--- src/rtl/irn_pkg.sv ---
`timescale 1ns / 1ps

package irn_pkg;

    // Field widths
    localparam int unsigned ValueWidth  = 14;
    localparam int unsigned SymbolWidth = 7;

    // Largest value that has a numeral
    localparam logic [ValueWidth-1:0] MaxValue = 14'd3999;

    // Decimal weights
    localparam logic [ValueWidth-1:0] Thousand1 = 14'd1000;
    localparam logic [ValueWidth-1:0] Thousand2 = 14'd2000;
    localparam logic [ValueWidth-1:0] Thousand3 = 14'd3000;

    // Reciprocal multipliers: x/100 = (x*41)>>12 for x < 1024,
    // x/10 = (x*205)>>11 for x < 128
    localparam logic [5:0] Recip100 = 6'd41;
    localparam logic [7:0] Recip10  = 8'd205;

    // ASCII letters
    localparam logic [SymbolWidth-1:0] ChrI = 7'h49;
    localparam logic [SymbolWidth-1:0] ChrV = 7'h56;
    localparam logic [SymbolWidth-1:0] ChrX = 7'h58;
    localparam logic [SymbolWidth-1:0] ChrL = 7'h4C;
    localparam logic [SymbolWidth-1:0] ChrC = 7'h43;
    localparam logic [SymbolWidth-1:0] ChrD = 7'h44;
    localparam logic [SymbolWidth-1:0] ChrM = 7'h4D;
    localparam logic [SymbolWidth-1:0] ChrNone = 7'h00;

    // Digit positions, most significant first
    typedef enum logic [1:0] {
        POS_THOU  = 2'd0,
        POS_HUND  = 2'd1,
        POS_TENS  = 2'd2,
        POS_UNITS = 2'd3
    } t_pos;

    // Letter role within a digit's triple
    typedef enum logic [1:0] {
        ROLE_UNIT = 2'd0,
        ROLE_FIVE = 2'd1,
        ROLE_TEN  = 2'd2
    } t_role;

    // Decimal digits of one value, plus its range error
    typedef struct packed {
        logic [3:0] thou;
        logic [3:0] hund;
        logic [3:0] tens;
        logic [3:0] units;
        logic       err;
    } t_digits;

    // Letters emitted for one decimal digit
    function automatic logic [2:0] digit_len(input logic [3:0] d);
        logic [2:0] len;
        case (d)
            4'd1:    len = 3'd1;
            4'd2:    len = 3'd2;
            4'd3:    len = 3'd3;
            4'd4:    len = 3'd2;
            4'd5:    len = 3'd1;
            4'd6:    len = 3'd2;
            4'd7:    len = 3'd3;
            4'd8:    len = 3'd4;
            4'd9:    len = 3'd2;
            default: len = 3'd0;
        endcase
        return len;
    endfunction

    // Which letter of the triple is the k-th letter of digit d
    function automatic t_role digit_role(input logic [3:0] d, input logic [1:0] k);
        t_role role;
        if (d == 4'd9) begin
            role = (k == 2'd0) ? ROLE_UNIT : ROLE_TEN;
        end else if (d == 4'd4) begin
            role = (k == 2'd0) ? ROLE_UNIT : ROLE_FIVE;
        end else if (d >= 4'd5 && k == 2'd0) begin
            role = ROLE_FIVE;
        end else begin
            role = ROLE_UNIT;
        end
        return role;
    endfunction

    // Letter triple per position: I/V/X, X/L/C, C/D/M, M only
    function automatic logic [SymbolWidth-1:0] letter(input t_pos pos, input t_role role);
        logic [SymbolWidth-1:0] ch;
        case (pos)
            POS_THOU: ch = ChrM;
            POS_HUND: begin
                case (role)
                    ROLE_UNIT: ch = ChrC;
                    ROLE_FIVE: ch = ChrD;
                    default:   ch = ChrM;
                endcase
            end
            POS_TENS: begin
                case (role)
                    ROLE_UNIT: ch = ChrX;
                    ROLE_FIVE: ch = ChrL;
                    default:   ch = ChrC;
                endcase
            end
            default: begin
                case (role)
                    ROLE_UNIT: ch = ChrI;
                    ROLE_FIVE: ch = ChrV;
                    default:   ch = ChrX;
                endcase
            end
        endcase
        return ch;
    endfunction

endpackage

--- src/rtl/irn_split.sv ---
`timescale 1ns / 1ps

// Decimal split pipeline: input register, thousands, hundreds, tens/units.
module irn_split
    import irn_pkg::*;
(
    input  logic                  i_clk,
    input  logic                  i_rst_n,
    input  logic                  i_valid,
    input  logic [ValueWidth-1:0] i_value,
    output logic                  o_ready,
    output logic                  o_valid,
    input  logic                  i_ready,
    output t_digits               o_digits
);

    // Stage valids
    logic r_v0, r_v1, r_v2, r_v3;
    logic move0, move1, move2, move3;

    // Stage 0: input register
    logic [ValueWidth-1:0] r_value;

    // Stage 1: thousands and remainder below 1000
    logic [3:0] r_thou1;
    logic [9:0] r_rem1;
    logic       r_err1;

    // Stage 2: hundreds and remainder below 100
    logic [3:0] r_thou2;
    logic [3:0] r_hund2;
    logic [6:0] r_rem2;
    logic       r_err2;

    // Stage 3: all four digits
    t_digits r_digits;

    // Stall chain from the serializer back to the input
    assign move3   = !r_v3 || i_ready;
    assign move2   = !r_v2 || move3;
    assign move1   = !r_v1 || move2;
    assign move0   = !r_v0 || move1;
    assign o_ready = move0;
    assign o_valid = r_v3;
    assign o_digits = r_digits;

    // Thousands by compare ladder
    logic [3:0]            n_thou1;
    logic [ValueWidth-1:0] n_sub1;
    logic [ValueWidth-1:0] n_diff1;
    always_comb begin
        if (r_value >= Thousand3) begin
            n_thou1 = 4'd3;
            n_sub1  = Thousand3;
        end else if (r_value >= Thousand2) begin
            n_thou1 = 4'd2;
            n_sub1  = Thousand2;
        end else if (r_value >= Thousand1) begin
            n_thou1 = 4'd1;
            n_sub1  = Thousand1;
        end else begin
            n_thou1 = 4'd0;
            n_sub1  = '0;
        end
        n_diff1 = r_value - n_sub1;
    end

    // Hundreds by reciprocal multiply
    logic [15:0] n_prod2;
    logic [3:0]  n_hund2;
    logic [9:0]  n_back2;
    logic [9:0]  n_diff2;
    always_comb begin
        n_prod2 = 16'(r_rem1) * 16'(Recip100);
        n_hund2 = n_prod2[15:12];
        n_back2 = 10'(n_hund2) * 10'd100;
        n_diff2 = r_rem1 - n_back2;
    end

    // Tens by reciprocal multiply, units as what is left
    logic [14:0] n_prod3;
    logic [3:0]  n_tens3;
    logic [6:0]  n_back3;
    logic [6:0]  n_diff3;
    always_comb begin
        n_prod3 = 15'(r_rem2) * 15'(Recip10);
        n_tens3 = n_prod3[14:11];
        n_back3 = 7'(n_tens3) * 7'd10;
        n_diff3 = r_rem2 - n_back3;
    end

    // Control
    always_ff @(posedge i_clk) begin
        if (!i_rst_n) begin
            r_v0 <= 1'b0;
            r_v1 <= 1'b0;
            r_v2 <= 1'b0;
            r_v3 <= 1'b0;
        end else begin
            if (move0) r_v0 <= i_valid;
            if (move1) r_v1 <= r_v0;
            if (move2) r_v2 <= r_v1;
            if (move3) r_v3 <= r_v2;
        end
    end

    // Payload
    always_ff @(posedge i_clk) begin
        if (move0) begin
            r_value <= i_value;
        end
        if (move1) begin
            r_thou1 <= n_thou1;
            r_rem1  <= n_diff1[9:0];
            r_err1  <= (r_value == '0) || (r_value > MaxValue);
        end
        if (move2) begin
            r_thou2 <= r_thou1;
            r_hund2 <= n_hund2;
            r_rem2  <= n_diff2[6:0];
            r_err2  <= r_err1;
        end
        if (move3) begin
            r_digits.thou  <= r_thou2;
            r_digits.hund  <= r_hund2;
            r_digits.tens  <= n_tens3;
            r_digits.units <= n_diff3[3:0];
            r_digits.err   <= r_err2;
        end
    end

endmodule

--- src/rtl/irn_emit.sv ---
`timescale 1ns / 1ps

// Serializer: walks the digits of one value and emits one letter per cycle.
module irn_emit
    import irn_pkg::*;
(
    input  logic                   i_clk,
    input  logic                   i_rst_n,
    input  logic                   i_valid,
    input  t_digits                i_digits,
    output logic                   o_ready,
    output logic                   o_strobe,
    output logic [SymbolWidth-1:0] o_symbol,
    output logic                   o_last,
    output logic                   o_out_of_range
);

    logic       r_act;
    t_digits    r_dig;
    t_pos       r_pos;
    logic [1:0] r_k;

    // Nonzero mask per position, thousands in bit 0
    function automatic logic [3:0] nz_mask(input t_digits d);
        return {d.units != 4'd0, d.tens != 4'd0, d.hund != 4'd0, d.thou != 4'd0};
    endfunction

    logic [3:0]             cur_nz;
    logic [3:0]             cur_digit;
    logic [2:0]             cur_len;
    logic                   later_nz;
    t_pos                   next_pos;
    logic                   end_digit;
    logic                   is_last;
    logic [SymbolWidth-1:0] cur_char;
    logic [3:0]             in_nz;
    t_pos                   first_pos;
    logic                   load;

    // Current letter and whether it closes the numeral
    always_comb begin
        cur_nz = nz_mask(r_dig);
        case (r_pos)
            POS_THOU: cur_digit = r_dig.thou;
            POS_HUND: cur_digit = r_dig.hund;
            POS_TENS: cur_digit = r_dig.tens;
            default:  cur_digit = r_dig.units;
        endcase
        cur_len   = digit_len(cur_digit);
        cur_char  = letter(r_pos, digit_role(cur_digit, r_k));
        end_digit = (3'(r_k) + 3'd1) >= cur_len;

        // Next nonzero position after the current one
        later_nz = 1'b0;
        next_pos = POS_UNITS;
        for (int i = 3; i >= 0; i--) begin
            if (2'(i) > r_pos && cur_nz[i]) begin
                later_nz = 1'b1;
                next_pos = t_pos'(2'(i));
            end
        end
        is_last = r_dig.err || (end_digit && !later_nz);
    end

    // First nonzero position of an incoming value
    always_comb begin
        in_nz     = nz_mask(i_digits);
        first_pos = POS_UNITS;
        for (int i = 3; i >= 0; i--) begin
            if (in_nz[i]) first_pos = t_pos'(2'(i));
        end
    end

    assign o_ready = !r_act || is_last;
    assign load    = i_valid && o_ready;

    // Walk state
    always_ff @(posedge i_clk) begin
        if (!i_rst_n) begin
            r_act <= 1'b0;
        end else if (load) begin
            r_act <= 1'b1;
        end else if (is_last) begin
            r_act <= 1'b0;
        end
    end

    always_ff @(posedge i_clk) begin
        if (load) begin
            r_dig <= i_digits;
            r_pos <= first_pos;
            r_k   <= 2'd0;
        end else if (r_act && !is_last) begin
            if (end_digit) begin
                r_pos <= next_pos;
                r_k   <= 2'd0;
            end else begin
                r_k <= r_k + 2'd1;
            end
        end
    end

    // Result register
    always_ff @(posedge i_clk) begin
        if (!i_rst_n) begin
            o_strobe <= 1'b0;
        end else begin
            o_strobe <= r_act;
        end
    end

    always_ff @(posedge i_clk) begin
        o_symbol       <= r_dig.err ? ChrNone : cur_char;
        o_last         <= is_last;
        o_out_of_range <= r_dig.err;
    end

endmodule

--- src/rtl/integer_to_roman_numeral.sv ---
`timescale 1ns / 1ps

// Channel   Transfer when             Payload
// -------   -----------------------   -------------------------------------------
// input     start && !busy            i_value[13:0]
// result    o_strobe (one cycle)      o_symbol[6:0], o_last, o_out_of_range
//
// A value's numeral has 1 to 15 letters, sent one letter per cycle from the
// serializer; an out-of-range value gives a single result.
// The first letter reaches the ports through the four split stages, the
// serializer and the result register. A new value is taken while the previous
// one's last letter is leaving. Synchronous active-low reset clears all valids.
// Results cannot be held off; busy backs up through the split pipeline.
module integer_to_roman_numeral
    import irn_pkg::*;
(
    input  logic                   i_clk,
    input  logic                   i_rst_n,
    input  logic                   start,
    output logic                   busy,
    input  logic [ValueWidth-1:0]  i_value,
    output logic                   o_strobe,
    output logic [SymbolWidth-1:0] o_symbol,
    output logic                   o_last,
    output logic                   o_out_of_range
);

    logic    split_ready;
    logic    split_valid;
    logic    emit_ready;
    t_digits split_digits;

    assign busy = !split_ready;

    irn_split u_split (
        .i_clk    (i_clk),
        .i_rst_n  (i_rst_n),
        .i_valid  (start),
        .i_value  (i_value),
        .o_ready  (split_ready),
        .o_valid  (split_valid),
        .i_ready  (emit_ready),
        .o_digits (split_digits)
    );

    irn_emit u_emit (
        .i_clk          (i_clk),
        .i_rst_n        (i_rst_n),
        .i_valid        (split_valid),
        .i_digits       (split_digits),
        .o_ready        (emit_ready),
        .o_strobe       (o_strobe),
        .o_symbol       (o_symbol),
        .o_last         (o_last),
        .o_out_of_range (o_out_of_range)
    );

endmodule
--- config.mk ---
export PLATFORM = sky130hd
export DESIGN_NAME = integer_to_roman_numeral
export DESIGN_NICKNAME = d
export VERILOG_FILES = /design/src/rtl/irn_pkg.sv /design/src/rtl/irn_split.sv /design/src/rtl/irn_emit.sv /design/src/rtl/integer_to_roman_numeral.sv
export SDC_FILE = /design/constraint.sdc
export NUM_CORES = 1
export LEC_CHECK = 0
export BUFFER_PORTS_ARGS = -buffer_cell sky130_fd_sc_hd__buf_2
export CAP_MARGIN = 20
export CORE_MARGIN = 2
export CORE_UTILIZATION = 60
export CTS_BUF_LIST = sky130_fd_sc_hd__clkbuf_4
export DETAILED_ROUTE_END_ITERATION = 8
export PLACE_DENSITY = 0.77
export SYNTH_ARGS = -nofsm -noshare
export SYNTH_HDL_FRONTEND = slang
export SYNTH_HIERARCHICAL = 1
export SYNTH_SLANG_ARGS = --single-unit
--- constraint.sdc ---
create_clock -name i_clk -period 10 [get_ports i_clk]
set_input_delay 1.5 -clock i_clk [delete_from_list [all_inputs] [get_ports i_clk]]
set_output_delay 1.5 -clock i_clk [all_outputs]
set_load 0.005 [all_outputs]
==> run metrics <==
layout net count=576; Synth Flop Type=edfxtp_1; Bufs and invs on worst path=2; DRT Pass-1 Iters=4; status=complete, no violations; Worst-path clk slew=0.14 ns; RSZ-0062 raised after global routing=no; DRT iter0 DRCs=84; mapped cell area=5433 um^2; DP Wirelength=7.013 mm; largest net degree at the start of global routing=18; Die Y=99.16 um; clock sink count=91; Setup violations, final=0; final setup TNS=0 ns; DR DRC count=0; CTS tree=built; synthesized flop and latch total=91; Die ar.=9832 um^2; Crit path arrival time=4.91 ns; Slew HR=0.4088; Critical Path Start Type=flop; n_diodes=0; Achievable Freq=156.1 MHz; total number of vias=3249; final wirelength=8.589 mm; top post-synthesis cells by count=ha_1, edfxtp_1, inv_1; final period utilization=0.6405; Synth Area per Inst=12.72 um^2; family with the most delay on the worst path=simple AND/OR/NAND/NOR gates; CTS resizes=0; most numerous cell in the Yosys netlist=ha_1; DRT antenna net count=0; multi-input logic area=2641 um^2; All-Layer GR Usage=0.1935; die width=99.16 um; CTS HTree Levels=3; crit-path cells=mux4_1 > nand2b_1 > a21oi_1 > nor2_1 > ha_1 > a21o_1 > a21oi_1 > o41ai_1 > nor2b_1 > and3_1 > nand2_1 > inv_1 > buf_2; Longest Clk Path Bufs=2; io pins=28; Initial Util=0.6199; number of max-cap violations=0; Post-CTS Setup Repair Bufs=0; Root Buffer=clkbuf_4; clock skew=0.02174 ns; P&R area growth vs syn=6.333%; Required @ worst endpoint=8.50 ns; CP most frequent cell=a21oi_1; initial antenna violation count=0; clk_lat worst skew=0.43 ns; Final GP Congestion=0.8084; post-synthesis sequential area ratio=0.4735; synth warn=6; FF-to-FF setup slack=5.35 ns; share of cells above drive strength 1=0.1247; critical path capture point type=primary output; synth unique cells=60; GRT overflow=0; post-DR vias/cell=5.670; Port Buffers=26; Area contributors post-synth=edfxtp_1, ha_1, dfxtp_1, fa_1, inv_1; area leader, netlist=edfxtp_1; ys async rst share=0; fillers=639; CP max FO=15; cts bufs inserted=9; critical path's largest stage delay=0.85 ns; wire length of the first global-routing pass=15.06 mm; CP max stage cell=o41ai_1; Fin. Hold Viols=0; Yosys top cell area share=0.4146; hold_buf cts=0; Min-Delay Path Class=flop to flop; FF/Latch Area=2572 um^2; post-route minimum period=6.405 ns; FP Rows=34; max-slew violation count=0; WL/cell=14.99 um; Worst Tran Pin Value=0.8754 ns; critical setup path kind=flop to primary output; vias in the first global route=3245; placeable core area=8763 um^2; Cells after Synth=427; Post-synth EDFFs=75
==> per-stage QoR <==
stage / std cells / util / setup slack (ns) / instance area [um^2] / hold WS [ns]
finish: 573 / 0.6592 / 3.595 / 5777 / 0.4326
global route: 573 / 0.6592 / 3.168 / 5777 / 0.4431
CTS: 573 / 0.6592 / 3.592 / 5777 / 0.4380
detailed placement: 557 / 0.6462 / 4.124 / 5663 / 0.4045
global placement: 557 / 0.6462 / 4.298 / 5663 / 0.4030
floorplan: 428 / - / 4.987 / 5436 / 0.4003
==> per-layer routing <==
metal	wire, um	up-vias	track usage
met5	0	-	0
met4	128	0	0.05374
met3	282	10	0.04216
met2	4516	62	0.3451
met1	3662	1551	0.2384
li1	-	1626	-
==> final timing paths <==
| check | from | to | cells past startpoint |
|---|---|---|---|
| max | u_emit/r_pos[0] | busy | 13 |
| min | u_split/r_hund2[1] | u_split/o_digits[10] | 0 |
| min reg2reg | u_split/r_hund2[1] | u_split/o_digits[10] | 0 |
| max reg2reg | u_split/r_rem2[4] | u_split/o_digits[4] | 17 |
==> flip-flops by register name, indices dropped and copies added, names as in the netlist, 4 cells and up <==
signal	count
u_emit/r_dig	17
u_split/o_digits	15
u_split/r_value	14
u_split/r_rem1	10
u_split/r_rem2	7
u_emit/o_symbol	6
u_split/r_hund2	4
==> area by class of cell <==
cell class                      count  share of cell area
Clock buffer                       10             0.01300
Clock inverter                      6            0.006714
Inverter                           49             0.03184
Multi-Input combinational cell    283              0.4572
Sequential cell                    91              0.4453
Tap cell                          108             0.02339
Timing Repair Buffer               26             0.02253
==> cell families (layout without fill, tap and decap cells) <==
kind of cell	after synthesis	after routing	synth area share
AO/OA/AOI/OAI	70	70	0.08867
XOR/XNOR	24	24	0.04261
adder cells (fa/ha/maj)	99	99	0.2487
buffers and inverters	54	91	0.04099
flip-flops	91	91	0.4735
multiplexers	5	5	0.02050
other	2	3	0.001382
AND/OR/NAND/NOR	82	82	0.08360
==> worst reg2reg max path, delay by kind of cell (launching register included) <==
kind            cells  cell delay (ns)
compound gates      4             0.65
fa+ha+maj           6             2.33
xor+xnor            4             0.59
simple gates        1             0.25
buf+inv             2             0.10
flops               1             0.48
==> placed cells by master, fill, tap and decap left out, types with 3 or more instances in the layout <==
master and n:
xor2_1 8, clkbuf_4 10, nand3b_1 3, conb_1 3, dfxtp_1 16, nor2b_1 6
buf_2 26, fa_1 15, o21ai_0 10, edfxtp_1 75, mux4_1 3, inv_1 49
nand4_1 4, ha_1 84, nor4_1 8, and3_1 4, o211ai_1 3, a211oi_1 3
nor3_1 6, xnor2_1 14, nand3_1 8, nand2_1 10, o41ai_1 3, nor2_1 15
a21o_1 9, a21oi_1 20, nand2b_1 4
Power is not shown: default switching activity piles up to over one toggle a cycle in this logic, so the estimate is an artifact.
